==> src/rtl/core/tksc_pkg.sv <==
// Shared types, constants and codes for the three-key scanner.
`default_nettype none

package tksc_pkg;

    localparam int KEY_COUNT   = 3;
    localparam int HOLD_W      = 10;
    localparam int LEVEL_W     = 8;
    localparam int CFG_DATA_W  = 10;
    localparam int CFG_INDEX_W = 2;

    localparam logic [HOLD_W-1:0]  HOLD_CAP        = 10'd600;
    localparam logic [HOLD_W-1:0]  HOLD_LIMIT_RST  = 10'd500;
    localparam logic [LEVEL_W-1:0] FULL_LEVEL_RST  = 8'd255;

    // Configuration register indexes
    typedef enum logic [CFG_INDEX_W-1:0] {
        REG_LED_MODE   = 2'd0,
        REG_FULL_LEVEL = 2'd1,
        REG_HOLD_LIMIT = 2'd2
    } reg_index_t;

    // LED modes
    localparam logic [1:0] LED_MODE_NONE      = 2'd0;
    localparam logic [1:0] LED_MODE_OFTEN_ON  = 2'd1;
    localparam logic [1:0] LED_MODE_OFTEN_OFF = 2'd2;

    // LED commands
    localparam logic [1:0] LED_CMD_NONE = 2'd0;
    localparam logic [1:0] LED_CMD_SET  = 2'd1;
    localparam logic [1:0] LED_CMD_RAMP = 2'd2;

    // Chord events
    localparam logic [1:0] CHORD_NONE       = 2'd0;
    localparam logic [1:0] CHORD_KEY3_MODE  = 2'd1;
    localparam logic [1:0] CHORD_KEY12_MODE = 2'd2;
    localparam logic [1:0] CHORD_BACKGROUND = 2'd3;

    typedef struct packed {
        logic [1:0]         led_mode;
        logic [LEVEL_W-1:0] full_level;
        logic [HOLD_W-1:0]  hold_limit;
    } cfg_t;

    typedef struct packed {
        logic [KEY_COUNT-1:0]             down;
        logic [KEY_COUNT-1:0][HOLD_W-1:0] hold;
        logic [1:0]                       last;
    } key_state_t;

    typedef struct packed {
        logic               changed;
        logic [2:0]         pressed_mask;
        logic [1:0]         last_key;
        logic [1:0]         new_presses;
        logic [1:0]         led0_cmd;
        logic [LEVEL_W-1:0] led0_level;
        logic [1:0]         led1_cmd;
        logic [LEVEL_W-1:0] led1_level;
        logic [1:0]         chord_event;
    } result_t;

endpackage

`default_nettype wire

==> src/rtl/core/tksc_if.sv <==
// Stream interfaces for key samples and scan results.
`default_nettype none

interface tksc_sample_if;
    logic       valid;
    logic       ready;
    logic [2:0] key_pins;

    modport source (output valid, output key_pins, input ready);
    modport sink (input valid, input key_pins, output ready);
endinterface

interface tksc_result_if;
    logic       valid;
    logic       ready;
    logic       changed;
    logic [2:0] pressed_mask;
    logic [1:0] last_key;
    logic [1:0] new_presses;
    logic [1:0] led0_cmd;
    logic [7:0] led0_level;
    logic [1:0] led1_cmd;
    logic [7:0] led1_level;
    logic [1:0] chord_event;

    modport source (
        output valid, output changed, output pressed_mask, output last_key,
        output new_presses, output led0_cmd, output led0_level, output led1_cmd,
        output led1_level, output chord_event, input ready
    );
    modport sink (
        input valid, input changed, input pressed_mask, input last_key,
        input new_presses, input led0_cmd, input led0_level, input led1_cmd,
        input led1_level, input chord_event, output ready
    );
endinterface

`default_nettype wire

==> src/rtl/core/tksc_step.sv <==
// Per-tick key update: next key state and result for one sample.
`default_nettype none

module tksc_step
    import tksc_pkg::*;
(
    input  cfg_t                 cfg,
    input  key_state_t           cur,
    input  logic [KEY_COUNT-1:0] key_pins,
    output key_state_t           nxt,
    output result_t              res
);

    always_comb
    begin
        key_state_t                    s;
        logic                          changed;
        logic [1:0]                    presses;
        logic [1:0]                    chord;
        logic [1:0]                    ev;
        logic [1:0][1:0]               cmd;
        logic [1:0][LEVEL_W-1:0]       lvl;
        logic [HOLD_W-1:0]             cnt;
        logic                          pressed;

        s       = cur;
        changed = 1'b0;
        presses = 2'd0;
        chord   = CHORD_NONE;
        cmd     = '0;
        lvl     = '0;
        ev      = CHORD_NONE;
        cnt     = '0;
        pressed = 1'b0;

        // Keys are handled in order; later keys see earlier updates.
        for (int i = 0; i < KEY_COUNT; i++)
        begin
            pressed = !key_pins[i];
            ev      = CHORD_NONE;
            cnt     = s.hold[i];
            if (!s.down[i])
            begin
                if (pressed)
                begin
                    s.down[i] = 1'b1;
                    changed   = 1'b1;
                    presses   = presses + 2'd1;
                    s.last    = 2'(i);
                    if (i <= 1)
                    begin
                        if (cfg.led_mode == LED_MODE_OFTEN_ON)
                        begin
                            cmd[i] = LED_CMD_SET;
                            lvl[i] = '0;
                        end
                        else if (cfg.led_mode == LED_MODE_OFTEN_OFF)
                        begin
                            cmd[i] = LED_CMD_SET;
                            lvl[i] = cfg.full_level;
                        end
                    end
                end
            end
            else if (!pressed)
            begin
                if (i <= 1)
                begin
                    if (cfg.led_mode == LED_MODE_OFTEN_ON)
                    begin
                        cmd[i] = LED_CMD_RAMP;
                        lvl[i] = cfg.full_level;
                    end
                    else if (cfg.led_mode == LED_MODE_OFTEN_OFF)
                    begin
                        cmd[i] = LED_CMD_RAMP;
                        lvl[i] = '0;
                    end
                end
                s.down[i] = 1'b0;
                changed   = 1'b1;
                s.hold[i] = '0;
            end
            else
            begin
                // Held: saturate at the cap, wrap past the limit and check the chord.
                if (cnt < HOLD_CAP)
                begin
                    cnt = cnt + 10'd1;
                end
                if (cnt > cfg.hold_limit)
                begin
                    cnt = '0;
                    if (s.down == 3'b111 && s.last == 2'(i))
                    begin
                        case (i)
                            0:       ev = CHORD_KEY12_MODE;
                            1:       ev = CHORD_BACKGROUND;
                            default: ev = CHORD_KEY3_MODE;
                        endcase
                    end
                    if (chord == CHORD_NONE)
                    begin
                        chord = ev;
                    end
                end
                s.hold[i] = cnt;
            end
        end

        nxt              = s;
        res.changed      = changed;
        res.pressed_mask = s.down;
        res.last_key     = s.last;
        res.new_presses  = presses;
        res.led0_cmd     = cmd[0];
        res.led0_level   = lvl[0];
        res.led1_cmd     = cmd[1];
        res.led1_level   = lvl[1];
        res.chord_event  = chord;
    end

endmodule

`default_nettype wire

==> src/rtl/core/three_key_scanner_with_chords.sv <==
// Top level of the three-key scanner with chord detection.
//
//  channel   dir  payload                                   transfer
//  sample    in   key_pins                                  valid && ready
//  result    out  changed .. chord_event (9 fields)         valid && ready
//  cfg       in   cfg_index, cfg_data                       cfg_we
//
// One sample is taken per cycle while the sample side is ready; its result
// appears in the output register on the next cycle. Key state and the result
// register update together, in one pass through the step logic. The sample
// side is ready whenever the result register is empty or is being drained, so
// a stalled sink holds one result and stalls the source. Reset clears key
// state, the result valid flag and restores register defaults.
`default_nettype none

module three_key_scanner_with_chords
    import tksc_pkg::*;
(
    input  wire logic                   clk,
    input  wire logic                   rst_n,
    input  wire logic                   cfg_we,
    input  wire logic [CFG_INDEX_W-1:0] cfg_index,
    input  wire logic [CFG_DATA_W-1:0]  cfg_data,
    tksc_sample_if.sink                 sample,
    tksc_result_if.source               result
);

    cfg_t       cfg_reg;
    key_state_t state_reg;
    key_state_t state_next;
    result_t    res_reg;
    result_t    res_next;
    logic       out_valid_reg;
    logic       take;

    assign sample.ready = !out_valid_reg || result.ready;
    assign take         = sample.valid && sample.ready;

    tksc_step u_step (
        .cfg      (cfg_reg),
        .cur      (state_reg),
        .key_pins (sample.key_pins),
        .nxt      (state_next),
        .res      (res_next)
    );

    always_ff @(posedge clk or negedge rst_n)
    begin
        if (!rst_n)
        begin
            cfg_reg.led_mode   <= LED_MODE_NONE;
            cfg_reg.full_level <= FULL_LEVEL_RST;
            cfg_reg.hold_limit <= HOLD_LIMIT_RST;
        end
        else if (cfg_we)
        begin
            case (reg_index_t'(cfg_index))
                REG_LED_MODE:   cfg_reg.led_mode   <= cfg_data[1:0];
                REG_FULL_LEVEL: cfg_reg.full_level <= cfg_data[LEVEL_W-1:0];
                REG_HOLD_LIMIT: cfg_reg.hold_limit <= cfg_data[HOLD_W-1:0];
                default:        ;
            endcase
        end
    end

    always_ff @(posedge clk or negedge rst_n)
    begin
        if (!rst_n)
        begin
            state_reg     <= '0;
            out_valid_reg <= 1'b0;
        end
        else
        begin
            if (take)
            begin
                state_reg     <= state_next;
                out_valid_reg <= 1'b1;
            end
            else if (result.ready)
            begin
                out_valid_reg <= 1'b0;
            end
        end
    end

    // Payload holds while stalled.
    always_ff @(posedge clk)
    begin
        if (take)
        begin
            res_reg <= res_next;
        end
    end

    assign result.valid        = out_valid_reg;
    assign result.changed      = res_reg.changed;
    assign result.pressed_mask = res_reg.pressed_mask;
    assign result.last_key     = res_reg.last_key;
    assign result.new_presses  = res_reg.new_presses;
    assign result.led0_cmd     = res_reg.led0_cmd;
    assign result.led0_level   = res_reg.led0_level;
    assign result.led1_cmd     = res_reg.led1_cmd;
    assign result.led1_level   = res_reg.led1_level;
    assign result.chord_event  = res_reg.chord_event;

endmodule

`default_nettype wire

==> src/flat_wrapper.sv <==
// flat-port wrapper written by rule: the top's interface ports become plain ports
module three_key_scanner_with_chords_flat import tksc_pkg::*;
  (clk, rst_n, cfg_we, cfg_index, cfg_data, sample_valid, sample_key_pins, sample_ready, result_valid, result_changed, result_pressed_mask, result_last_key, result_new_presses, result_led0_cmd, result_led0_level, result_led1_cmd, result_led1_level, result_chord_event, result_ready);
  tksc_sample_if sample_i ();
  tksc_result_if result_i ();
  input  wire logic clk;
  input  wire logic rst_n;
  input  wire logic cfg_we;
  input  wire logic [CFG_INDEX_W-1:0] cfg_index;
  input  wire logic [CFG_DATA_W-1:0] cfg_data;
  input wire logic [$bits(sample_i.valid)-1:0] sample_valid;
  input wire logic [$bits(sample_i.key_pins)-1:0] sample_key_pins;
  output wire logic [$bits(sample_i.ready)-1:0] sample_ready;
  output wire logic [$bits(result_i.valid)-1:0] result_valid;
  output wire logic [$bits(result_i.changed)-1:0] result_changed;
  output wire logic [$bits(result_i.pressed_mask)-1:0] result_pressed_mask;
  output wire logic [$bits(result_i.last_key)-1:0] result_last_key;
  output wire logic [$bits(result_i.new_presses)-1:0] result_new_presses;
  output wire logic [$bits(result_i.led0_cmd)-1:0] result_led0_cmd;
  output wire logic [$bits(result_i.led0_level)-1:0] result_led0_level;
  output wire logic [$bits(result_i.led1_cmd)-1:0] result_led1_cmd;
  output wire logic [$bits(result_i.led1_level)-1:0] result_led1_level;
  output wire logic [$bits(result_i.chord_event)-1:0] result_chord_event;
  input wire logic [$bits(result_i.ready)-1:0] result_ready;
  assign sample_i.valid = sample_valid;
  assign sample_i.key_pins = sample_key_pins;
  assign sample_ready = sample_i.ready;
  assign result_valid = result_i.valid;
  assign result_changed = result_i.changed;
  assign result_pressed_mask = result_i.pressed_mask;
  assign result_last_key = result_i.last_key;
  assign result_new_presses = result_i.new_presses;
  assign result_led0_cmd = result_i.led0_cmd;
  assign result_led0_level = result_i.led0_level;
  assign result_led1_cmd = result_i.led1_cmd;
  assign result_led1_level = result_i.led1_level;
  assign result_chord_event = result_i.chord_event;
  assign result_i.ready = result_ready;
  three_key_scanner_with_chords u_core (.clk(clk), .rst_n(rst_n), .cfg_we(cfg_we), .cfg_index(cfg_index), .cfg_data(cfg_data), .sample(sample_i), .result(result_i));
endmodule
==> config.mk <==
export PLATFORM = sky130hd
export DESIGN_NAME = three_key_scanner_with_chords_flat
export DESIGN_NICKNAME = d
export VERILOG_FILES = /design/src/rtl/core/tksc_pkg.sv /design/src/rtl/core/tksc_if.sv /design/src/rtl/core/tksc_step.sv /design/src/rtl/core/three_key_scanner_with_chords.sv /design/src/flat_wrapper.sv
export SDC_FILE = /design/constraint.sdc
export NUM_CORES = 1
export LEC_CHECK = 0
export BUFFER_PORTS_ARGS = -buffer_cell sky130_fd_sc_hd__buf_2
export CAP_MARGIN = 15
export CORE_MARGIN = 4
export CORE_UTILIZATION = 59
export DETAILED_ROUTE_END_ITERATION = 8
export GPL_TIMING_DRIVEN = 1
export PLACE_DENSITY = 0.8
export SYNTH_ARGS = -nofsm -noshare
export SYNTH_HDL_FRONTEND = slang
export SYNTH_SLANG_ARGS = --single-unit
==> constraint.sdc <==
create_clock -name clk -period 3.95 [get_ports clk]
set_clock_uncertainty 0.1 [all_clocks]
set_input_delay 0 -clock clk [delete_from_list [all_inputs] [get_ports clk]]
set_output_delay 0 -clock clk [all_outputs]
set_load 0.02 [all_outputs]
# --- Yosys cells after proc, flatten, opt, wreduce, memory -nomap -nowiden ---
# Index checks and enable logic that the tools add are counted.
totals:
  ff_bits: 86
  input_bits: 20
  word_cells: 128
op_classes:
  n_addsub: 5
  n_lt_le_gt_ge: 6
  n_eq_ne: 9
  muxes: 73
  n_reduce_logical: 17
ops:
  columns: ["operator", "count"]
  rows:
  - ["10-bit two-way mux", 15]
  - ["8-bit two-way mux", 9]
  - ["2-bit two-way mux", 31]
  - ["10-bit by 1-bit adder with 10-bit output (second input constant)", 3]
  - ["10-bit > comparator", 3]
  - ["10-bit < comparator (second input constant)", 3]
  - ["1-bit two-way mux", 18]
  - ["2-bit AND reduction", 6]
  - ["3-bit == test (second input constant)", 3]
  - ["2-bit zero test", 4]
  - ["2-bit by 1-bit == test with 1-bit output (second input constant)", 3]
  - ["2-bit == test (second input constant)", 3]
  - ["2-bit by 1-bit adder with 2-bit output (second input constant)", 2]
  - ["1-bit logical AND", 4]
  - ["2-bit nonzero test", 1]
  - ["1-bit zero test", 1]
  - ["1-bit logical OR", 1]

# --- Depth between registers and ports, before layout ---
logic_depth:
  ltp_word: 18
  mapped_depth: 14

# --- Modules after synthesis ---
# Synthesis repeated with hierarchy kept, for this count alone.
unflattened:
  hier_cells: 507
  hier_area_um2: 5516.5
modules_own_cells:
  columns: ["mod", "n_inst", "cells_each", "area_per_inst_um2", "seq_area_each_um2"]
  rows:
  - ["three_key_scanner_with_chords", 1, 152, 3148.0, 2319.7]
  - ["tksc_step", 1, 355, 2368.5, 0.0]

# --- Worst setup path before layout ---
# No wires, ideal clock.
synth_timing:
  path_kind: "reg2reg"
  from: "register u_core.state_reg[26] in the netlist's numbering"
  to: "register u_core.state_reg[30] in the netlist's numbering"
  setup_time_ns: 0.082
  arrival_time_ns: 3.187
  slack_ns: 0.581
  path_stages_with_launch: 14
  path_buffers: 1
  cell_sequence: "dfrtp_1 -> a21o_1 -> a211o_1 -> a21boi_1 -> and4_1 -> xor2_1 -> ha_1 -> o21ai_0 -> nor2_1 -> or4_1 -> o22ai_2 -> buf_4 -> nand2_1 -> a31oi_1"
synth_between:
  elab_chain_len: 7
  elab_cells_between_ends: 8
  classes_between: "add/sub: 1; order compare: 2; mux: 5"
synth_lines:
  columns: ["item", "line_no", "text"]
  rows:
  - ["from (decl)", "three_key_scanner_with_chords.sv:29", "key_state_t state_reg;"]
  - ["from (signal assigned)", "three_key_scanner_with_chords.sv:77", "state_reg <= state_next;"]
  - ["10-bit by 1-bit adder with 10-bit output / 10-bit < comparator (equally long branches)", "tksc_step.sv:89, tksc_step.sv:87", null]
  - ["10-bit two-way mux *", "tksc_step.sv:87", "if (cnt < HOLD_CAP)"]
  - ["10-bit two-way mux *", "tksc_step.sv:65", "else if (!pressed)"]
  - ["10-bit two-way mux *", "tksc_step.sv:42", "if (!s.down[i])"]
  - ["10-bit > comparator", "tksc_step.sv:91", "if (cnt > cfg.hold_limit)"]
  - ["10-bit two-way mux *", "tksc_step.sv:91", null]
  - ["10-bit two-way mux *", "tksc_step.sv:65", null]
# Every way passes the cells marked *; elsewhere a longest branch is shown, timed or not. The select of a mux whose other input is x is not followed.
# A chain may end at the register's enable or synchronous reset.

# --- Final worst setup path ---
layout_timing:
  from: "register u_core.state_reg[27] in the netlist's numbering"
  to: "register u_core.state_reg[22] in the netlist's numbering"
# The elaborated chain is that of the path after synthesis.

==> flow_summary.ini <==
[floorplan]
ioPinCount = 52
die_area_mm2 = 0.00988
start_util_pct = 60.3
core_mm2 = 0.00818
die_h_um = 99.4
rows = 33
dieWidth_um = 99.4

[routing]
first_pass_iters = 6
routedWlPerCell_um = 17.7
vias = 3962
postRouteAntennaNets = 0
routed_wl_um = 11600
via_per_inst = 6.07
first_iter_violations = 276
drc = 0

[yosys]
syn_nets = 520
postSynth.asyncResetShare_pct = 65.1
synth.largest_area_cell = dfrtp_1
syn_area_per_cell_um2 = 10.6
synth-edff-count = 30
yosys_warnings = 0
synth-seq-cells = 86
synthCells = 463
synth.distinct_cells = 58
netlist_top_cells_area = dfrtp_1 21%, edfxtp_1 18%, ha_1 9.4%
synth_flop_cell = dfrtp_1
ys_seq_area_share_pct = 47.1
syn-cell-area_mm2 = 0.00493
yosys.area.top_type_share_pct = 21.3

[timing]
worst_pin_slew_ns = 0.762
rsz0062_at_grt = no
max_slew_margin_pct = 48.8
setup_violations = 0
finalMaxSlewViolations = 0
post-route-period-util_pct = 93.4
fin_setup_tns_ns = 0
max_freq_mhz = 271
fin_crit_ns = 3.69
hold_violations = 0

[final_layout]
largest_reg_flops = 35
antenna_cells = 0
nNetsFinal = 600
drive_gt1_share_pct = 21.7
layout_common_cells = 51 x buf_2, 42 x dfrtp_1, 40 x nand2_1, 37 x ha_1, 30 x edfxtp_1
area.growth.synth_to_final_pct = 16.2
final_common_cell = buf_2

[worst_setup_path]
reg2reg_depth = 13
cp_max_fo = 18
worstPathRequired_ns = 4.14
end_kind = flop
timing_worst_setup_path_type = reg2reg
startpoint_type = flop
critPathArrivalTime_ns = 3.88

[grt]
antenna_found_initial = 0
grt_pass1_vias = 3894
grt_usage_pct = 24.4
grt_pass1_wl_um = 19200
grt-ovfl-total = 0
grt_max_degree = 57

[clock_tree]
numCtsBuffers = 9
clkSlewWorstSetupHoldPaths_ns = 0.10
clk_latency_ns = 0.36
cts_root_buf = clkbuf_8
tritoncts = built
post_cts_buffers = 0
cts_max_level = 3
cts_sinks = 86
ctsLongestPathBuffers = 2
cts_resized = 0

[placement]
place_hpwl_um = 8040
io_buffers = 51
place.gp.congestion = 0.895

[hold_path]
hold_path.class = in2async

[power_and_ir_drop]
total_power_mw = 2.60
irDropWorstVdd_mv = 0.374
p_per_area_mw_per_mm2 = 453
p_leak_nw = 2.61

[job]
drv_cap = 0

[status]
status = complete, no violations
## layout make-up
cell class / instances / area, µm²
clock buffer: 9 / 124
clock inverter: 7 / 88.8
fill: 549 / 2440
inverter: 20 / 75.1
multi-input combinational: 349 / 2490
sequential: 86 / 2320
tap: 105 / 131
timing repair buffer: 77 / 498
## Yosys cell counts, drive strengths merged, types with 10 or more instances
| cell type | instances |
|---|---|
| a21oi | 28 |
| a22o | 11 |
| a31oi | 13 |
| and2 | 20 |
| dfrtp | 42 |
| dfstp | 14 |
| edfxtp | 30 |
| ha | 37 |
| inv | 20 |
| mux2 | 22 |
| nand2 | 41 |
| nand2b | 10 |
| nand3 | 15 |
| nand4 | 12 |
| nor2 | 18 |
| o21ai | 26 |
| xnor2 | 13 |
| xor2 | 15 |
## critical path: stages, from the launching register on
cell and delay (ns):
dfrtp_1 0.46, a21o_1 0.18, a211o_1 0.32, a21boi_1 0.37
and4_1 0.31, xor2_1 0.17, ha_1 0.26, o21ai_0 0.22
nor2_1 0.09, or4_1 0.49, o22ai_2 0.13, buf_4 0.24
nand3_1 0.10, a31oi_1 0.17
## kinds of logic (layout without fill, tap and decap cells)
logic type | Yosys count | after routing | share of synthesized area [%]
simple gates | 152 | 152 | 16.4
compound gates | 109 | 109 | 14.5
flops | 86 | 86 | 47.1
fa+ha+maj | 37 | 37 | 9.39
xor+xnor | 28 | 28 | 4.97
buf+inv | 28 | 113 | 2.36
mux | 23 | 23 | 5.23
## metrics by stage
stage	hold slack [ns]	worst slack (ns)	utilization (%)	cells	instance area, µm²
finish	0.202	0.263	70.1	653	5730
global route	0.256	0.00376	70.1	653	5730
CTS	0.206	0.328	70.1	653	5730
detailed placement	0.0825	0.363	65.2	618	5330
global placement	0.0787	0.401	65.2	618	5330
floorplan	-0.396	0.581	-	463	4930
## per-layer routing
layer / track usage (%) / part of all wire (%)
met1: 31.8 / 42
met2: 40.1 / 49
met3: 5.61 / 6.6
met4: 9.24 / 2.8
met5: 0 / 0
## worst paths after layout
kind	start	end	slack (ns)
worst max-delay path	u_core.state_reg[27]$_DFFE_PN0P_	u_core.state_reg[22]$_DFFE_PN0P_	0.26
worst min-delay path	rst_n	u_core.state_reg[12]$_DFFE_PN0P_	0.20
worst max register to register	u_core.state_reg[27]$_DFFE_PN0P_	u_core.state_reg[22]$_DFFE_PN0P_	0.26
worst min register to register	u_core.cfg_reg[3]$_DFFE_PN0P_	u_core.cfg_reg[3]$_DFFE_PN0P_	0.43
max in group asynchronous	rst_n	u_core.cfg_reg[0]$_DFFE_PN0P_	3.09
min in group clk	result_ready	u_core.state_reg[24]$_DFFE_PN0P_	0.25
## power by group
group	total [mW]	internal, mW	switching, mW
sequential	1.20	1.07	0.125
clock	0.669	0.306	0.363
combinational	0.733	0.318	0.415
total	2.60	1.70	0.903
## repair_timing
action	in CTS	in global routing
endpoints found under the hold margin	74	0
endpoints found under the setup margin	0	1
hold buffers	19	0
(Power assumes the default switching activity.)
